`src/design/dad_pkg.sv`:
```
// Shared types, limits and month table for the date adder.
`timescale 1ns / 1ps

package dad_pkg;

    localparam int YEAR_W  = 14;
    localparam int MONTH_W = 4;
    localparam int DAY_W   = 5;
    localparam int R400_W  = 9;

    typedef logic [YEAR_W-1:0]  t_year;
    typedef logic [MONTH_W-1:0] t_month;
    typedef logic [DAY_W-1:0]   t_day;
    typedef logic [R400_W-1:0]  t_r400;

    localparam t_year  YEAR_MIN  = t_year'(1);
    localparam t_year  YEAR_MAX  = t_year'(9999);
    localparam t_year  CYCLE_400 = t_year'(400);
    localparam t_r400  R400_LAST = t_r400'(399);
    localparam t_month MONTH_JAN = t_month'(1);
    localparam t_month MONTH_FEB = t_month'(2);
    localparam t_month MONTH_DEC = t_month'(12);
    localparam t_day   DAY_FIRST = t_day'(1);
    localparam t_day   DAY_LAST  = t_day'(31);

    // Common-year month lengths; anything outside 1..12 reads as 31.
    function automatic t_day month_len_base(input t_month m);
        t_day len;
        unique case (m)
            4'd2:                      len = t_day'(28);
            4'd4, 4'd6, 4'd9, 4'd11:   len = t_day'(30);
            default:                   len = t_day'(31);
        endcase
        return len;
    endfunction

endpackage

```
`src/design/date_add_days.sv`:
```
// Top level: date plus signed day offset, stepped one month per cycle.
`timescale 1ns / 1ps
// Usage:
//   Drive i_start_year/month/day and i_day_offset and raise start while busy
//   is low; the item transfers at that clock edge and busy goes high.
//   The block first reduces the year mod 400 (one subtraction of 400 per
//   cycle), then walks the day count one month per cycle through a single
//   shared add/compare unit and month-length lookup.
//   One item is in flight at a time; busy stays high until the result.
//   The result appears on o_result_* with o_done high for exactly one cycle,
//   in the same cycle busy drops; the receiver must take it then.
//   Out-of-range input years/months are clamped to 1..9999 and 1..12.
//   A result year past 9999 gives 9999-12-31, before 1 gives 0001-01-01,
//   both with o_out_of_range set.
//   Synchronous active-low reset returns the block to idle with o_done low.
//   Any item in flight at reset is dropped.

module date_add_days #(
    parameter int OFFSET_WIDTH = 20
) (
    input  logic                        i_clk,
    input  logic                        i_rst_n,
    input  logic                        start,
    output logic                        busy,
    input  logic [13:0]                 i_start_year,
    input  logic [3:0]                  i_start_month,
    input  logic [4:0]                  i_start_day,
    input  logic signed [OFFSET_WIDTH-1:0] i_day_offset,
    output logic                        o_done,
    output logic [13:0]                 o_result_year,
    output logic [3:0]                  o_result_month,
    output logic [4:0]                  o_result_day,
    output logic                        o_out_of_range
);

    localparam int DW = OFFSET_WIDTH + 2;

    typedef enum logic [1:0] {S_IDLE, S_PREP, S_FWD, S_BWD} t_state;

    t_state               r_state, n_state;
    dad_pkg::t_year       r_year, n_year;
    dad_pkg::t_year       r_rem, n_rem;     // year mod 400 once S_PREP ends
    dad_pkg::t_month      r_month, n_month;
    logic signed [DW-1:0] r_day, n_day;
    logic                 r_done, n_done;
    logic                 r_oor, n_oor;

    dad_pkg::t_month      prev_month;
    dad_pkg::t_month      len_month;
    dad_pkg::t_day        len;
    logic signed [DW-1:0] len_ext;
    logic signed [DW-1:0] sum;
    dad_pkg::t_r400       r400;
    dad_pkg::t_r400       r400_inc;
    dad_pkg::t_r400       r400_dec;
    dad_pkg::t_year       yr_in;
    dad_pkg::t_month      mo_in;

    assign r400       = r_rem[dad_pkg::R400_W-1:0];
    assign r400_inc   = (r400 == dad_pkg::R400_LAST) ? '0 : r400 + dad_pkg::t_r400'(1);
    assign r400_dec   = (r400 == '0) ? dad_pkg::R400_LAST : r400 - dad_pkg::t_r400'(1);
    assign prev_month = (r_month == dad_pkg::MONTH_JAN) ? dad_pkg::MONTH_DEC
                                                        : r_month - dad_pkg::t_month'(1);
    // Going back, the month borrowed from is the previous one. December is 31
    // days in any year, so the year wrap does not affect the lookup.
    assign len_month  = (r_state == S_BWD) ? prev_month : r_month;

    dad_mlen u_mlen (
        .i_month (len_month),
        .i_r400  (r400),
        .o_len   (len)
    );

    // Shared adder: subtract the month going forward, add it going back.
    assign len_ext = DW'(signed'({1'b0, len}));
    assign sum     = (r_state == S_BWD) ? r_day + len_ext : r_day - len_ext;

    always_comb begin
        yr_in = i_start_year;
        if (i_start_year < dad_pkg::YEAR_MIN) yr_in = dad_pkg::YEAR_MIN;
        if (i_start_year > dad_pkg::YEAR_MAX) yr_in = dad_pkg::YEAR_MAX;
        mo_in = i_start_month;
        if (i_start_month < dad_pkg::MONTH_JAN) mo_in = dad_pkg::MONTH_JAN;
        if (i_start_month > dad_pkg::MONTH_DEC) mo_in = dad_pkg::MONTH_DEC;
    end

    always_comb begin
        n_state = r_state;
        n_year  = r_year;
        n_rem   = r_rem;
        n_month = r_month;
        n_day   = r_day;
        n_done  = 1'b0;
        n_oor   = r_oor;
        unique case (r_state)
            S_IDLE: begin
                if (start) begin
                    n_year  = yr_in;
                    n_rem   = yr_in;
                    n_month = mo_in;
                    n_day   = DW'(signed'({1'b0, i_start_day})) + DW'(i_day_offset);
                    n_oor   = 1'b0;
                    n_state = S_PREP;
                end
            end
            S_PREP: begin
                if (r_rem >= dad_pkg::CYCLE_400) begin
                    n_rem = r_rem - dad_pkg::CYCLE_400;
                end else begin
                    n_state = S_FWD;
                end
            end
            S_FWD: begin
                if (sum > 0) begin
                    // day still past the end of this month
                    n_day = sum;
                    if (r_month == dad_pkg::MONTH_DEC) begin
                        n_month = dad_pkg::MONTH_JAN;
                        if (r_year == dad_pkg::YEAR_MAX) begin
                            n_oor   = 1'b1;
                            n_month = dad_pkg::MONTH_DEC;
                            n_day   = DW'(signed'({1'b0, dad_pkg::DAY_LAST}));
                            n_done  = 1'b1;
                            n_state = S_IDLE;
                        end else begin
                            n_year = r_year + dad_pkg::t_year'(1);
                            n_rem  = dad_pkg::t_year'(r400_inc);
                        end
                    end else begin
                        n_month = r_month + dad_pkg::t_month'(1);
                    end
                end else if (r_day > 0) begin
                    n_done  = 1'b1;
                    n_state = S_IDLE;
                end else begin
                    n_state = S_BWD;
                end
            end
            S_BWD: begin
                if (r_day <= 0) begin
                    n_day   = sum;
                    n_month = prev_month;
                    if (r_month == dad_pkg::MONTH_JAN) begin
                        if (r_year == dad_pkg::YEAR_MIN) begin
                            n_oor   = 1'b1;
                            n_month = dad_pkg::MONTH_JAN;
                            n_day   = DW'(signed'({1'b0, dad_pkg::DAY_FIRST}));
                            n_done  = 1'b1;
                            n_state = S_IDLE;
                        end else begin
                            n_year = r_year - dad_pkg::t_year'(1);
                            n_rem  = dad_pkg::t_year'(r400_dec);
                        end
                    end
                end else begin
                    n_done  = 1'b1;
                    n_state = S_IDLE;
                end
            end
            default: n_state = S_IDLE;
        endcase
    end

    always_ff @(posedge i_clk) begin
        if (!i_rst_n) begin
            r_state <= S_IDLE;
            r_done  <= 1'b0;
            r_oor   <= 1'b0;
        end else begin
            r_state <= n_state;
            r_done  <= n_done;
            r_oor   <= n_oor;
        end
        r_year  <= n_year;
        r_rem   <= n_rem;
        r_month <= n_month;
        r_day   <= n_day;
    end

    assign busy           = (r_state != S_IDLE);
    assign o_done         = r_done;
    assign o_result_year  = r_year;
    assign o_result_month = r_month;
    assign o_result_day   = r_day[dad_pkg::DAY_W-1:0];
    assign o_out_of_range = r_oor;

endmodule

```
`src/design/dad_mlen.sv`:
```
// Month length unit: table lookup plus the 4/100/400 leap-year rule.
`timescale 1ns / 1ps

module dad_mlen (
    input  dad_pkg::t_month i_month,
    input  dad_pkg::t_r400  i_r400,    // year mod 400
    output dad_pkg::t_day   o_len
);

    logic cent;
    logic leap;

    // year mod 4 equals (year mod 400) mod 4
    assign cent = (i_r400 == dad_pkg::t_r400'(0))   || (i_r400 == dad_pkg::t_r400'(100)) ||
                  (i_r400 == dad_pkg::t_r400'(200)) || (i_r400 == dad_pkg::t_r400'(300));
    assign leap = (i_r400 == dad_pkg::t_r400'(0)) || (!cent && (i_r400[1:0] == 2'b00));

    always_comb begin
        if (i_month == dad_pkg::MONTH_FEB && leap) begin
            o_len = dad_pkg::t_day'(29);
        end else begin
            o_len = dad_pkg::month_len_base(i_month);
        end
    end

endmodule

```
`config.mk`:
```
export PLATFORM = sky130hd
export DESIGN_NAME = date_add_days
export DESIGN_NICKNAME = d
export VERILOG_FILES = /design/src/design/dad_pkg.sv /design/src/design/date_add_days.sv /design/src/design/dad_mlen.sv
export SDC_FILE = /design/constraint.sdc
export NUM_CORES = 1
export LEC_CHECK = 0
export BUFFER_PORTS_ARGS = -buffer_cell sky130_fd_sc_hd__buf_4
export CORE_MARGIN = 1.5
export CORE_UTILIZATION = 59
export CTS_CLUSTER_SIZE = 40
export DETAILED_ROUTE_END_ITERATION = 7
export GPL_ROUTABILITY_DRIVEN = 0
export HOLD_SLACK_MARGIN = 0.1
export PLACE_DENSITY = 0.92
export SYNTH_ARGS = -nofsm -noshare
export SYNTH_HDL_FRONTEND = slang
export SYNTH_HIERARCHICAL = 1
export SYNTH_SLANG_ARGS = --single-unit
```
`constraint.sdc`:
```
create_clock -name i_clk -period 17.1 [get_ports i_clk]
set_clock_uncertainty 0.05 [all_clocks]
set_input_delay 0.855 -clock i_clk [delete_from_list [all_inputs] [get_ports i_clk]]
set_output_delay 0.855 -clock i_clk [all_outputs]
set_load 0.01 [all_outputs]
```
; ---- Word-level counts from Yosys, hierarchy flattened
; Cells that the tools add are included.
[classes]
addsub = 10
mul = 0
div = 0
magnitude_cmp = 8
eq_ne = 31
n_shift = 0
muxes = 69
n_bitwise = 0
reduce_logical = 18
[ops]
columns = cell, n
row1 = $mux W14, 16
row2 = $mux W22, 8
row3 = $pmux W22 S3, 1
row4 = $pmux W14 S4, 1
row5 = $gt A22 B1 Y1 const B, 2
row6 = $mux W4, 11
row7 = $pmux W14 S3, 1
row8 = $reduce_and A8 Y1, 3
row9 = $add A22 B6 Y22, 1
row10 = $le A22 B1 Y1 const B, 1
row11 = $sub A22 B6 Y22, 1
row12 = $add A6 B20 Y21, 1
row13 = $eq A9 B9 Y1 const B, 2
row14 = $mux W2, 9
row15 = $mux W9, 2
row16 = $ne A2 B2 Y1 const B, 8
row17 = $add A14 B1 Y14 const B, 1
row18 = $eq A14 B1 Y1 const B, 1
row19 = $eq A14 B14 Y1 const B, 1
row20 = $ge A14 B9 Y1 const B, 1
row21 = $gt A14 B14 Y1 const B, 1
row22 = $lt A14 B1 Y1 const B, 1
row23 = $mux W1, 14
row24 = $sub A14 B1 Y14 const B, 1
row25 = other kinds (34), 47
[totals]
register_bits = 58
latchBits = 0
ramBits = 0
romBits = 0
output_inout_bits = 26
wordCells = 143
mem_count = 0

; ---- Longest topological paths before layout
[logic_depth]
word_depth = 15
mapped_depth = 27
mapped_depth_nobuf = 27

; ---- Modules after synthesis
; Netlist, hierarchy kept.
[modules_own_cells]
columns = module, n_inst, cells_each, area_per_inst_um2
row1 = date_add_days, 1, 732, 5874.4
row2 = dad_mlen, 1, 17, 120.1

; ---- Worst setup path before layout
; Ideal clock, no wire load.
[synth_path]
path_type = reg2reg
from = register r_state[0]
to = register r_month[0], in the netlist o_result_month[0], enable pin
setup_time_ns = 0.418
t_arrival_ns = 5.934
slack_ns = 10.698
stages_incl_launch_ff = 23
path_buffers = 2
period_less_slack_ns = 6.402
path_cell_list = dfxtp_1 -> buf_2 -> inv_1 -> nor2_2 -> clkbuf_1 -> o21ai_0 -> or4b_4 -> o41ai_2 -> inv_1 -> ha_1 -> nand2_1 -> o21ai_0 -> ha_1 -> a21o_1 -> nand3_2 -> a21oi_2 -> o2111ai_1 -> a21oi_1 -> or4b_4 -> o311ai_2 -> o31ai_4 -> o21a_1 -> a21oi_1
[synth_via]
elab_chain_cells = 11
elab_cells_between_ends = 22
[synth_rtl]
columns = item, line_no
row1 = from (decl), date_add_days.sv:40  ; t_state r_state, n_state;
row2 = from (signal assigned), date_add_days.sv:170  ; r_state <= n_state;
row3 = $eq A2 B2 Y1 (*), date_add_days.sv:66  ; assign len_month = (r_state == S_BWD) ? prev_month : r_month;
row4 = $mux W4 (*), date_add_days.sv:66
row5 = via len_month[0], date_add_days.sv:49  ; dad_pkg::t_month len_month;
row6 = $eq A4 B3 Y1 or $eq A4 B4 Y1 (tied branches), dad_pkg.sv:29  ; unique case (m)
row7 = $reduce_or A4 Y1, dad_pkg.sv:29
row8 = $pmux W2 S2, dad_pkg.sv:29
row9 = $mux W5 (*), dad_mlen.sv:19  ; if (i_month == dad_pkg::MONTH_FEB && leap) begin
row10 = via len[1], date_add_days.sv:50  ; dad_pkg::t_day len;
row11 = $sub A22 B6 Y22 or $add A22 B6 Y22 (tied branches), date_add_days.sv:76  ; assign sum = (r_state == S_BWD) ? r_day + len_ext : r_day - len_ext;
row12 = $mux W22 (*), date_add_days.sv:76
row13 = $gt A22 B1 Y1 (*), date_add_days.sv:114  ; if (sum > 0) begin
row14 = $ne A2 B2 Y1 (no line) (*), n/a
row15 = $reduce_and A4 Y1 (no line) (*), n/a
row16 = to (signal assigned), date_add_days.sv:176  ; r_month <= n_month;
row17 = to (decl), date_add_days.sv:43  ; dad_pkg::t_month r_month, n_month;
; Mark *: on every way through the listed nets, which the timed path passes. The rest lies on a longest branch.
; A chain may end at the register's enable or synchronous reset.

; ---- Worst setup path after layout
[layout_path]
from = register r_state[1]
to = register r_year[4], in the netlist o_result_year[4], enable pin
[layout_via]
elab_chain_cells = 11
elab_cells_between_ends = 26
[layout_rtl]
columns = item, line_no
row1 = $eq A2 B2 Y1 (*), date_add_days.sv:66
row2 = $mux W4 (*), date_add_days.sv:66
row3 = via len_month[1], date_add_days.sv:49
row4 = $eq A4 B3 Y1 or $eq A4 B4 Y1 (tied branches), dad_pkg.sv:29
row5 = $reduce_or A4 Y1, dad_pkg.sv:29
row6 = $pmux W2 S2, dad_pkg.sv:29
row7 = $mux W5 (*), dad_mlen.sv:19
row8 = via len[1], date_add_days.sv:50
row9 = $sub A22 B6 Y22 or $add A22 B6 Y22 (tied branches), date_add_days.sv:76
row10 = $mux W22 (*), date_add_days.sv:76
row11 = $gt A22 B1 Y1 (*), date_add_days.sv:114
row12 = $ne A2 B2 Y1 (no line) (*), n/a
row13 = $reduce_and A8 Y1 (no line) (*), n/a
row14 = to (signal assigned), date_add_days.sv:174  ; r_year <= n_year;
row15 = to (decl), date_add_days.sv:41  ; dad_pkg::t_year r_year, n_year;
; Marked as above.

==> impl_metrics.ini <==
[outcome]
status = complete, no violations

[clock_tree]
worst_skew_pair.late_latency_ns = 0.35
cts-htree-levels = 3
cts_root_buf = clkbuf_8
clockBufferDepth = 2
cts_setup_buffers = 0
numCtsBuffers = 9
clock-sinks = 58
cts_hold_buf = 0
post_cts_resized = 0
cts.clk_slew.worst_paths_ns = 0.08
cts_tree = yes

[final_layout]
fill_cells = 775
seq_area_um2 = 1700
multi_input_area_um2 = 3990
final_nets = 884
drive_above_1_share = 0.147
fin_cells = 935
insertedDiodeCount = 0
syn_to_final_growth_pct = 13.4

[synth]
seq_area_frac_synth = 0.284
synth_edf_count = 54
yosysWarnings = 6
synth_cell_type_count = 78
netlist_instances = 749
synthArstFlopShare = 0
synthTopCellsByArea = edfxtp_1 27%, ha_1 8.1%, a21oi_1 5.4%
yosys_most_used_dff = edfxtp_1
synth_top_area_frac = 0.271
avgSynthCellArea_um2 = 8.00
netlist_area_um2 = 5990
synth-seq-cells = 58
yosysTopAreaCell = edfxtp_1

[detailed_routing]
dr_total_vias = 6310
viasPerCell = 6.75
top_layer = met4
met2_wirelength_mm = 8.40
wl_met1_mm = 6.49
finalWirelength_mm = 18.1
wl_per_cell_um = 19.3
drc = 0
ant_nets = 0
firstDrtPassIters = 7
wl_met3_mm = 2.04
drt_iter0_drc = 770

[critical_path]
max_stage_delay_ns = 0.96
start_kind = flop
crit_arrival_ns = 6.80
crit_path_top_delay_cell = a211oi_2
worstSetupEndpointType = flop
r2r_start = r_state[1]
crit_chain = buf_4 -> nand2_1 -> o21ai_0 -> or4b_4 -> o41ai_2 -> inv_1 -> ha_1 -> nand2_1 -> o21ai_0 -> ha_1 -> a21o_1 -> nand3_2 -> a21oi_2 -> o2111ai_1 -> a21oi_1 -> or4b_4 -> o311ai_2 -> o31ai_4 -> o21a_1 -> a211oi_2
cp-endpoint = o_result_year[4]
rrSetupSlack_ns = 10.21
reg2reg_depth = 20
path_max_fanout = 73
critical_path_class = flop to flop
setup.worst_path.start = r_state[1]
r2r_end = o_result_year[4]
worstPathRequired_ns = 17.01

[floorplanning]
die_y_um = 104
start_util = 0.610
dieArea_um2 = 10800
core_area_um2 = 9820
io-pin-count = 72
row_count = 36
die_x_um = 104

[sta]
tightest_slew_ns = 1.39
slew_viol_final = 0
hold_slack_ns = 0.440
finalCritPeriodShare = 0.403
min_period_ns = 6.89
setup_viol = 0
hold_viol_final = 0
setup_tns_ns = 0
fmax_mhz = 145
grt_setup_unrepaired = no
slew-limit-headroom = 0.0739

[place]
post-place-cells = 919
dp_hpwl_mm = 13.2
portBuffers = 71

[power_and_ir_drop]
max-vdd-ir-drop_mv = 0.0823
p_per_area_nw_per_um2 = 155
leakage_nw = 2.62

[flow_run]
drv.max_cap_violation_count = 0

[min_path]
holdCritPathClass = flop to flop
min_from = o_out_of_range

[global_routing]
grt_pass1_vias = 6101
grt_pass1_wl_mm = 29.2
gr-total-overflow = 0
grt_use_total = 0.333
antenna_found_initial = 0
grt_max_degree = 74
-- report_power, final --
part           internal [mW]  total, mW  switching (mW)
registers              0.227      0.295          0.0681
logic                  0.234      0.599           0.364
clock network         0.0965      0.158          0.0616
total                  0.558       1.05           0.494
-- worst max-delay path, delay by kind of cell, from the launching register on --
family	cells	cell delay (ns)
AO/OA/AOI/OAI	11	3.16
AND/OR/NAND/NOR	5	1.65
buffers and inverters	2	0.68
adder cells (fa/ha/maj)	2	0.62
flip-flops	1	0.33
-- kinds of logic after synthesis --
logic type,after synthesis,synth area share
muxes,10,0.0171
and+or+nand+nor,284,0.228
buffers and inverters,75,0.0539
AOI/OAI and AO/OA,220,0.241
DFF,58,0.284
adders and majority gates,41,0.0881
other,1,0.000626
xor gates and xnor gates,60,0.0877
-- synthesized netlist by cell type (15+ instances only) --
library cell	n
nand2_1	80
clkbuf_1	27
inv_1	34
ha_1	39
nor2_1	76
edfxtp_1	54
nand3_1	24
o21ai_0	51
xnor2_1	31
xor2_1	29
a21oi_1	65
nor3_1	31
a211oi_1	15
-- metrics by stage --
stage / utilization / worst slack (ns) / instance area (µm²) / power, mW
final: 0.692 / 10.21 / 6800 / 1.05
after global routing: 0.692 / 9.73 / 6800 / 1.11
after CTS: 0.692 / 10.31 / 6800 / 1.03
after detailed placement: 0.667 / 10.41 / 6550 / 0.866
after global placement: 0.667 / 10.65 / 6550 / 0.836
after floorplan: - / 10.70 / 6000 / 0.710
-- final cells by class --
| type | count | share of cell area |
|---|---|---|
| multi-input combinational | 618 | 0.587 |
| sequential | 58 | 0.251 |
| timing repair buffer | 76 | 0.0840 |
| tap | 133 | 0.0245 |
| inverter | 34 | 0.0188 |
| clock buffer | 9 | 0.0182 |
| clock inverter | 7 | 0.0173 |
-- placed cells by master, fill, tap and decap left out, types with 4 or more instances in the layout --
master    netlist  routed
a211oi_1       15      14
a21o_1          8       8
a21oi_1        65      64
a31oi_1        14      14
and3_1          7       7
buf_4           8      76
clkbuf_8        0       9
edfxtp_1       54      54
ha_1           39      39
inv_1          34      34
mux2i_1         8       8
nand2_1        80      80
nand2b_1        9       9
nand3_1        24      24
nand4_1        10      10
nor2_1         76      76
nor3_1         31      31
nor4_1         12      12
o21a_1          5       5
o21ai_0        51      51
o22ai_1        14      14
o31ai_1         5       5
or2_2           4       4
or3_1           6       6
xnor2_1        31      31
xor2_1         29      29
-- per-layer routing --
metal / up-vias / GRT usage
li1: 2851 / -
met3: 127 / 0.0724
met5: - / 0
met2: 503 / 0.558
met4: 0 / 0.194
met1: 2829 / 0.394
-- sequential cells by signal, indices dropped and copies added, names as in the netlist --
| signal | flops |
|---|---|
| r_state | 2 |
| r_day | 22 |
| r_rem | 14 |
| o_result_month | 4 |
| o_result_year | 14 |
| o_done | 1 |
| o_out_of_range | 1 |
-- worst min-delay path by stage --
stage	slack (ns)	endpoint	depth (start not counted)
5_1_grt	0.48	o_out_of_range	2
3_3_place_gp	0.42	o_out_of_range	2
6_report	0.44	o_out_of_range	2
4_1_cts	0.43	o_out_of_range	2
2_1_floorplan	0.43	o_out_of_range	2
3_5_place_dp	0.42	o_out_of_range	2
(Power assumes the default switching activity.)
